$ cat config.mk
export PLATFORM = sky130hd
export DESIGN_NAME = updown_counter_display_mux
export DESIGN_NICKNAME = d
export VERILOG_FILES = /design/src/rtl/updc_pkg.sv /design/src/rtl/updown_counter_display_mux.sv /design/src/rtl/updc_front.sv /design/src/rtl/updc_queue.sv /design/src/rtl/updc_back.sv
export SDC_FILE = /design/constraint.sdc
export NUM_CORES = 1
export LEC_CHECK = 0
export BUFFER_PORTS_ARGS = -buffer_cell sky130_fd_sc_hd__buf_2
export CORE_MARGIN = 3
export CORE_UTILIZATION = 45
export CTS_CLUSTER_SIZE = 8
export DETAILED_ROUTE_END_ITERATION = 12
export HOLD_SLACK_MARGIN = 0.12
export SLEW_MARGIN = 20
export SYNTH_ARGS = -nofsm -noshare
export SYNTH_HDL_FRONTEND = slang
export SYNTH_SLANG_ARGS = --single-unit
$ cat constraint.sdc
create_clock -name aclk -period 8.17 [get_ports aclk]
set_clock_uncertainty 0.15 [all_clocks]
set_input_delay 1.2255 -clock aclk [delete_from_list [all_inputs] [get_ports aclk]]
set_output_delay 1.2255 -clock aclk [all_outputs]
set_load 0.05 [all_outputs]
$ cat src/rtl/updc_pkg.sv
// ----------------------------------------------------------------------------
// updc_pkg
// Shared types and constants of the up/down counter display block.
// ----------------------------------------------------------------------------
package updc_pkg;

    localparam int COUNT_W = 16;
    localparam int MV_W    = 13;
    localparam int POS_W   = 3;
    localparam int DIGIT_W = 4;
    localparam int M_DATA_W = 8;

    // Request kinds carried on s_tuser.
    localparam logic REQ_TICK = 1'b0;
    localparam logic REQ_STEP = 1'b1;

    // floor(x / d) == (x * ceil(2^SHIFT / d)) >> SHIFT holds for every 16-bit x
    // and d up to 1000 with this shift.
    localparam int RECIP_SHIFT = 26;
    localparam int RECIP_W     = RECIP_SHIFT + 1;
    localparam logic [RECIP_W-1:0] RECIP_1    = RECIP_W'(2 ** RECIP_SHIFT);
    localparam logic [RECIP_W-1:0] RECIP_10   = RECIP_W'((2 ** RECIP_SHIFT + 9) / 10);
    localparam logic [RECIP_W-1:0] RECIP_100  = RECIP_W'((2 ** RECIP_SHIFT + 99) / 100);
    localparam logic [RECIP_W-1:0] RECIP_1000 = RECIP_W'((2 ** RECIP_SHIFT + 999) / 1000);

    // Decoded command passed from the front end to the back end.
    typedef struct packed {
        logic            is_step;
        logic [MV_W-1:0] mv;
        logic            level;
    } cmd_t;

    function automatic logic [RECIP_W-1:0] digit_recip(input logic [1:0] idx);
        logic [RECIP_W-1:0] r;
        case (idx)
            2'd0:    r = RECIP_1;
            2'd1:    r = RECIP_10;
            2'd2:    r = RECIP_100;
            default: r = RECIP_1000;
        endcase
        return r;
    endfunction

endpackage

$ cat src/rtl/updown_counter_display_mux.sv
// ----------------------------------------------------------------------------
// updown_counter_display_mux
// Up/down counter with millivolt readout and a multiplexed four-digit display.
// ----------------------------------------------------------------------------
// The block takes one item per clock while m_tready stays high. A tick item
// (s_tuser low) steps the 16-bit counter and latches the millivolt value of
// its sample; it produces no output. A loop-step item (s_tuser high) samples
// the direction button and produces one display digit once it has passed
// through the input register, the two-entry command queue and the four
// digit pipeline registers. The two reciprocal multiplies in that pipeline
// set the latency. Ticks drain from the queue even while the output is
// stalled.
module updown_counter_display_mux #(
    parameter int ADC_BITS = 10
) (
    input  logic                                   aclk,
    input  logic                                   aresetn,
    input  logic                                   s_tvalid,
    output logic                                   s_tready,
    // adc_sample [ADC_BITS-1:0], button_level [ADC_BITS], zero fill above
    input  logic [((ADC_BITS + 8) / 8) * 8 - 1:0]  s_tdata,
    // req_type
    input  logic                                   s_tuser,
    output logic                                   m_tvalid,
    input  logic                                   m_tready,
    // digit_position [2:0], digit_value [6:3], zero fill at [7]
    output logic [updc_pkg::M_DATA_W-1:0]          m_tdata
);
    import updc_pkg::*;

    localparam int S_DATA_W = ((ADC_BITS + 8) / 8) * 8;

    logic front_valid;
    logic front_ready;
    cmd_t front_cmd;
    logic queue_valid;
    logic queue_ready;
    cmd_t queue_cmd;

    updc_front #(
        .ADC_BITS (ADC_BITS),
        .S_DATA_W (S_DATA_W)
    ) u_front (
        .aclk      (aclk),
        .aresetn   (aresetn),
        .s_tvalid  (s_tvalid),
        .s_tready  (s_tready),
        .s_tdata   (s_tdata),
        .s_tuser   (s_tuser),
        .cmd_valid (front_valid),
        .cmd_ready (front_ready),
        .cmd       (front_cmd)
    );

    updc_queue u_queue (
        .aclk      (aclk),
        .aresetn   (aresetn),
        .in_valid  (front_valid),
        .in_ready  (front_ready),
        .in_cmd    (front_cmd),
        .out_valid (queue_valid),
        .out_ready (queue_ready),
        .out_cmd   (queue_cmd)
    );

    updc_back u_back (
        .aclk      (aclk),
        .aresetn   (aresetn),
        .cmd_valid (queue_valid),
        .cmd_ready (queue_ready),
        .cmd       (queue_cmd),
        .m_tvalid  (m_tvalid),
        .m_tready  (m_tready),
        .m_tdata   (m_tdata)
    );

endmodule

$ cat src/rtl/updc_front.sv
// ----------------------------------------------------------------------------
// updc_front
// Accepts input items, decodes the request kind and converts the sample
// to millivolts, then hands a command to the queue.
// ----------------------------------------------------------------------------
module updc_front #(
    parameter int ADC_BITS = 10,
    parameter int S_DATA_W = 16
) (
    input  logic                  aclk,
    input  logic                  aresetn,
    input  logic                  s_tvalid,
    output logic                  s_tready,
    input  logic [S_DATA_W-1:0]   s_tdata,
    input  logic                  s_tuser,
    output logic                  cmd_valid,
    input  logic                  cmd_ready,
    output updc_pkg::cmd_t        cmd
);
    import updc_pkg::*;

    localparam int PROD_W = ADC_BITS + MV_W;

    logic               valid_reg;
    cmd_t               cmd_reg;
    cmd_t               cmd_next;
    logic [ADC_BITS-1:0] sample;
    logic [PROD_W-1:0]   prod;

    assign s_tready = !valid_reg || cmd_ready;
    assign sample   = s_tdata[ADC_BITS-1:0];
    // 5000 fits in 13 bits, so the scaled value never exceeds the product width.
    assign prod     = PROD_W'(sample) * PROD_W'(5000);

    always_comb begin
        cmd_next.is_step = (s_tuser == REQ_STEP);
        cmd_next.mv      = prod[ADC_BITS +: MV_W];
        cmd_next.level   = s_tdata[ADC_BITS];
    end

    always_ff @(posedge aclk) begin
        if (!aresetn) begin
            valid_reg <= 1'b0;
        end else if (s_tready) begin
            valid_reg <= s_tvalid;
        end
        if (s_tready && s_tvalid) begin
            cmd_reg <= cmd_next;
        end
    end

    assign cmd_valid = valid_reg;
    assign cmd       = cmd_reg;

endmodule

$ cat src/rtl/updc_queue.sv
// ----------------------------------------------------------------------------
// updc_queue
// Two-entry command queue between the front end and the back end.
// ----------------------------------------------------------------------------
module updc_queue (
    input  logic           aclk,
    input  logic           aresetn,
    input  logic           in_valid,
    output logic           in_ready,
    input  updc_pkg::cmd_t in_cmd,
    output logic           out_valid,
    input  logic           out_ready,
    output updc_pkg::cmd_t out_cmd
);
    import updc_pkg::*;

    cmd_t       entry_reg [2];
    logic       wr_ptr_reg;
    logic       rd_ptr_reg;
    logic [1:0] fill_reg;
    logic       push;
    logic       pop;

    assign in_ready  = (fill_reg != 2'd2);
    assign out_valid = (fill_reg != 2'd0);
    assign out_cmd   = entry_reg[rd_ptr_reg];
    assign push      = in_valid && in_ready;
    assign pop       = out_valid && out_ready;

    always_ff @(posedge aclk) begin
        if (!aresetn) begin
            wr_ptr_reg <= 1'b0;
            rd_ptr_reg <= 1'b0;
            fill_reg   <= 2'd0;
        end else begin
            if (push) begin
                wr_ptr_reg <= !wr_ptr_reg;
            end
            if (pop) begin
                rd_ptr_reg <= !rd_ptr_reg;
            end
            if (push && !pop) begin
                fill_reg <= fill_reg + 2'd1;
            end else if (pop && !push) begin
                fill_reg <= fill_reg - 2'd1;
            end
        end
        if (push) begin
            entry_reg[wr_ptr_reg] <= in_cmd;
        end
    end

endmodule

$ cat src/rtl/updc_back.sv
// ----------------------------------------------------------------------------
// updc_back
// Executes commands against the counter state and extracts the display
// digit in a reciprocal-multiply pipeline.
// ----------------------------------------------------------------------------
module updc_back (
    input  logic                          aclk,
    input  logic                          aresetn,
    input  logic                          cmd_valid,
    output logic                          cmd_ready,
    input  updc_pkg::cmd_t                cmd,
    output logic                          m_tvalid,
    input  logic                          m_tready,
    output logic [updc_pkg::M_DATA_W-1:0] m_tdata
);
    import updc_pkg::*;

    // Architectural state.
    logic [COUNT_W-1:0] count_reg,    count_next;
    logic [3:0]         mod10_reg,    mod10_next;
    logic               count_up_reg, count_up_next;
    logic               btn_prev_reg, btn_prev_next;
    logic [1:0]         idx_reg,      idx_next;
    logic [MV_W-1:0]    mv_reg,       mv_next;
    logic               show_reg,     show_next;

    // Digit pipeline.
    logic               advance;
    logic               step_pop;
    logic               tick_pop;
    logic               p1_valid_reg;
    logic [COUNT_W-1:0] p1_src_reg;
    logic [1:0]         p1_idx_reg;
    logic               p2_valid_reg;
    logic [COUNT_W-1:0] p2_q_reg;
    logic [1:0]         p2_idx_reg;
    logic               p3_valid_reg;
    logic [3:0]         p3_q_lo_reg;
    logic [3:0]         p3_q10_lo_reg;
    logic [1:0]         p3_idx_reg;
    logic               out_valid_reg;
    logic [POS_W-1:0]   out_pos_reg;
    logic [DIGIT_W-1:0] out_digit_reg;

    logic [COUNT_W+RECIP_W-1:0] prod1;
    logic [2*COUNT_W+6:0]       prod2;
    logic [12:0]                q10;
    logic [3:0]                 digit;

    assign advance   = !out_valid_reg || m_tready;
    // Ticks produce no digit, so they drain even while the output is stalled.
    assign cmd_ready = !cmd.is_step || advance;
    assign step_pop  = cmd_valid && cmd.is_step && advance;
    assign tick_pop  = cmd_valid && !cmd.is_step;

    always_comb begin
        count_next    = count_reg;
        mod10_next    = mod10_reg;
        count_up_next = count_up_reg;
        btn_prev_next = btn_prev_reg;
        idx_next      = idx_reg;
        mv_next       = mv_reg;
        show_next     = show_reg;
        if (tick_pop) begin
            if (count_up_reg) begin
                if (count_reg == '1) begin
                    count_next = '0;
                    mod10_next = 4'd0;
                end else begin
                    count_next = count_reg + 1'b1;
                    mod10_next = (mod10_reg == 4'd9) ? 4'd0 : mod10_reg + 4'd1;
                end
            end else if (count_reg != '0) begin
                count_next = count_reg - 1'b1;
                mod10_next = (mod10_reg == 4'd0) ? 4'd9 : mod10_reg - 4'd1;
            end
            mv_next   = cmd.mv;
            show_next = (mod10_next == 4'd0);
        end
        if (step_pop) begin
            if (cmd.level) begin
                if (!btn_prev_reg) begin
                    btn_prev_next = 1'b1;
                    count_up_next = !count_up_reg;
                end
            end else begin
                btn_prev_next = 1'b0;
            end
            idx_next = idx_reg + 2'd1;
        end
    end

    // q = src / 10^idx, then q10 = q / 10, and the digit is q - 10 * q10.
    assign prod1 = (COUNT_W+RECIP_W)'(p1_src_reg) * (COUNT_W+RECIP_W)'(digit_recip(p1_idx_reg));
    assign prod2 = (2*COUNT_W+7)'(p2_q_reg) * (2*COUNT_W+7)'(RECIP_10);
    assign q10   = prod2[RECIP_SHIFT +: 13];
    assign digit = p3_q_lo_reg - ((p3_q10_lo_reg << 3) + (p3_q10_lo_reg << 1));

    always_ff @(posedge aclk) begin
        if (!aresetn) begin
            count_reg     <= '0;
            mod10_reg     <= 4'd0;
            count_up_reg  <= 1'b1;
            btn_prev_reg  <= 1'b0;
            idx_reg       <= 2'd0;
            mv_reg        <= '0;
            show_reg      <= 1'b0;
            p1_valid_reg  <= 1'b0;
            p2_valid_reg  <= 1'b0;
            p3_valid_reg  <= 1'b0;
            out_valid_reg <= 1'b0;
        end else begin
            count_reg    <= count_next;
            mod10_reg    <= mod10_next;
            count_up_reg <= count_up_next;
            btn_prev_reg <= btn_prev_next;
            idx_reg      <= idx_next;
            mv_reg       <= mv_next;
            show_reg     <= show_next;
            if (advance) begin
                p1_valid_reg  <= step_pop;
                p2_valid_reg  <= p1_valid_reg;
                p3_valid_reg  <= p2_valid_reg;
                out_valid_reg <= p3_valid_reg;
            end
        end
        if (advance) begin
            p1_src_reg    <= show_reg ? COUNT_W'(mv_reg) : count_reg;
            p1_idx_reg    <= idx_reg;
            p2_q_reg      <= prod1[RECIP_SHIFT +: COUNT_W];
            p2_idx_reg    <= p1_idx_reg;
            p3_q_lo_reg   <= p2_q_reg[3:0];
            p3_q10_lo_reg <= q10[3:0];
            p3_idx_reg    <= p2_idx_reg;
            out_pos_reg   <= POS_W'(p3_idx_reg) + POS_W'(1);
            out_digit_reg <= digit;
        end
    end

    assign m_tvalid = out_valid_reg;
    assign m_tdata  = {1'b0, out_digit_reg, out_pos_reg};

endmodule

==> qor.txt <==
Initial Util: 0.462
number of diodes: 0
DRC Markers: 0
Distinct cells, synth: 66
worst setup path endpoint: u_back.p2_q_reg[5]$_DFFE_PP_
num rows: 77
largest family of logic cells by synthesized area: adder cells
Critical Path Start: u_back.p1_idx_reg[0]$_DFFE_PP_
Syn Std Cell Area: 20700 um2
Compound-Gate Fraction of Synth Area: 0.0629
CTS Buf Count: 17
Final min period: 7650 ps
syn avg cell area: 10.4 um2
Die H: 220 um
simple-gate share of the synthesized area: 0.0848
Hold-fix buffers, CTS: 0
Crit path buffers/inverters: 5
gr usage total: 0.192
RR Endpoint: u_back.p2_q_reg[5]$_DFFE_PP_
first-pass GRT wire length: 72100 um
Critical Path Fanout Max: 8
gpl congestion: 1.00
Worst Reg2Reg Path Length in Cells: 22
outcome: finished clean
CTS tree: built
async set or reset register ratio after synthesis: 0
Syn Inst Count: 1994
number of max-cap violations: 0
slowest stage delay, CP: 580 ps
power density over the cells: 200 nW/um2
Reg clk slew, reported paths: 60 ps
final-report hold violation count: 0
EDFF count, synth: 97
Layout Nets: 2703
remaining antenna violation count after routing: 0
H-tree depth: 4
slowest CP cell: fa_1
clock latency on the worst-skew pair: 430 ps
DRT iter0 DRCs: 575
initial antenna violation count: 0
Synth Warn #: 0
Overflow after GRT: 0
Die W: 220 um
Yosys reg bits: 145
Slew Viols, Final: 0
CORE AREA: 44800 um2
post-synthesis adder-cell area fraction: 0.525
IO buf count: 24
Worst Path Arrival: 7680 ps
xor/xnor cell area share of the yosys netlist: 0.0224
hpwl dp: 38100 um
largest net degree at the start of global routing: 53
pin slew with the least headroom to its limit: 913 ps
layout cell share with drive strength beyond 1: 0.0425
Levels on crit path: 22
WHS: 292 ps
RSZ-0062 raised after global routing: no
LEAKAGE: 0.0124 uW
Tcrit/Tclk final: 0.936
worst-case clock buffer depth: 2
number of global-route vias before repair: 14000
VDD IR max: 0.127 mV
f_max: 131 MHz
Slew HR: 0.390
Synth Flop Type: edfxtp_1
final setup vio count: 0
DR vias: 13100
crit path cell chain: inv_1, ha_1, nand2_1, fa_1, fa_1, inv_1, fa_1, fa_1, fa_1, inv_1, fa_1, inv_1, ha_1, a2111oi_0, o211ai_1, a21oi_1, buf_4, o21ai_0, a221oi_1, o21ai_0, a21oi_1, xnor2_1
routed len/inst: 16.7 um
clk sink count: 145
Layout area overhead: 6.66%
final wirelength: 43700 um
first-pass iteration count of the detailed router: 5
Critical Path Source Type: flop
sequential area share after synthesis: 0.187
clk root buf: clkbuf_16
post-CTS setup buffers: 0
die area: 48600 um2
# IOs: 31
# fillers: 4109
fraction of synthesized area in multiplexers: 0.0147
worst setup path category: flop to flop
CP top delay family: adder cells
Worst Hold Class: flop to flop
most used cell, CP: fa_1
CP endpoint kind: flop
Reg2Reg Setup Slack: 520 ps
CP required: 8200 ps
max reg flops: 30
vias per cell: 5.01
total nets after synthesis: 2686
RR Startpoint: u_back.p1_idx_reg[0]$_DFFE_PP_
post-cts resize count: 0
setup tns final: 0 ps
-- report_power, final --
| part | internal [uW] | switching, uW |
|---|---|---|
| combinational | 1030 | 1400 |
| sequential | 1010 | 175 |
| clock | 456 | 329 |
-- metal layers --
layer,vias up,track usage,wire length [um]
li1,6375,-,-
met1,6422,0.245,18900
met2,250,0.332,21200
met3,67,0.0365,2410
met4,0,0.0588,1260
met5,-,0,0
-- worst register-to-register path, stage by stage, from the launching register on --
cell	delay [ps]
edfxtp_1	380
inv_1	110
ha_1	400
nand2_1	340
fa_1	580
fa_1	560
inv_1	60
fa_1	490
fa_1	540
fa_1	500
inv_1	60
fa_1	530
inv_1	50
ha_1	320
a2111oi_0	550
o211ai_1	190
a21oi_1	210
buf_4	180
o21ai_0	110
a221oi_1	440
o21ai_0	320
a21oi_1	250
xnor2_1	90
-- how the worst min path moves through the flow --
stage	end	start	slack (ps)	cells past startpoint
2_1_floorplan	u_back.p3_idx_reg[0]$_DFFE_PP_	u_back.p2_idx_reg[0]$_DFFE_PP_	250	0
3_3_place_gp	u_queue.entry_reg[0][1]$_DFFE_PP_	u_front.cmd[1]$_DFFE_PP_	270	0
3_5_place_dp	u_queue.entry_reg[0][10]$_DFFE_PP_	u_front.cmd[10]$_DFFE_PP_	280	0
4_1_cts	u_queue.entry_reg[0][10]$_DFFE_PP_	u_front.cmd[10]$_DFFE_PP_	290	0
5_1_grt	u_queue.entry_reg[0][11]$_DFFE_PP_	u_front.cmd[11]$_DFFE_PP_	300	0
6_report	u_queue.entry_reg[0][10]$_DFFE_PP_	u_front.cmd[10]$_DFFE_PP_	290	0
-- area by class of cell --
type                            instances  area (um2)  share of cell area
Sequential cell                       145        3870               0.176
Clock buffer                           19         433              0.0196
Inverter                              520        1950              0.0885
Tap cell                              592         741              0.0336
Multi-Input combinational cell       1291       14700               0.666
Clock inverter                         13         153             0.00692
Timing Repair Buffer                   36         210             0.00953
-- logic make-up after synthesis --
family                   Yosys count
adder cells (fa/ha/maj)          671
buffers and inverters            558
AND/OR/NAND/NOR                  347
AO/OA/AOI/OAI                    190
flip-flops                       145
XOR/XNOR                          53
multiplexers                      29
other                              1
-- layout by cell type (no fill, tap or decap), drive strengths merged, types with 15 or more instances in the layout --
cell type  synthesis  layout
a21o              19      19
a21oi             48      48
and2              58      58
buf               10      36
clkbuf            28      19
dfxtp             48      48
edfxtp            97      97
fa               328     328
ha               343     343
inv              520     524
mux2i             18      18
nand2            114     114
nand2b            18      18
nand3             18      18
nor2              49      49
nor2b             22      22
nor3              15      15
o211a             18      18
o21ai             34      34
xnor2             36      36
xor2              17      17
-- through the flow --
step / cell area [um2] / instances / total power [uW] / setup slack, ps / util
6_report: 22100 / 2616 / 4410 / 522 / 0.492
5_1_grt: 22100 / 2616 / 4880 / 80.4 / 0.492
3_5_place_dp: 21500 / 2584 / 3660 / 429 / 0.479
3_3_place_gp: 21500 / 2584 / 3580 / 534 / 0.479
4_1_cts: 22100 / 2616 / 4480 / 399 / 0.492
2_1_floorplan: 20700 / 1994 / 3040 / 1190 / -
-- synthesized netlist by cell type (all sizes together), types with 19 or more instances --
master,count,area share
clkbuf,28,0.0051
edfxtp,97,0.14
dfxtp,48,0.046
nand2,114,0.021
and2,58,0.018
inv,520,0.094
ha,343,0.21
xnor2,36,0.015
o21ai,34,0.0086
nor2,49,0.0089
nor2b,22,0.0067
fa,328,0.32
a21o,19,0.0069
a21oi,48,0.012
(Power assumes the default switching activity.)
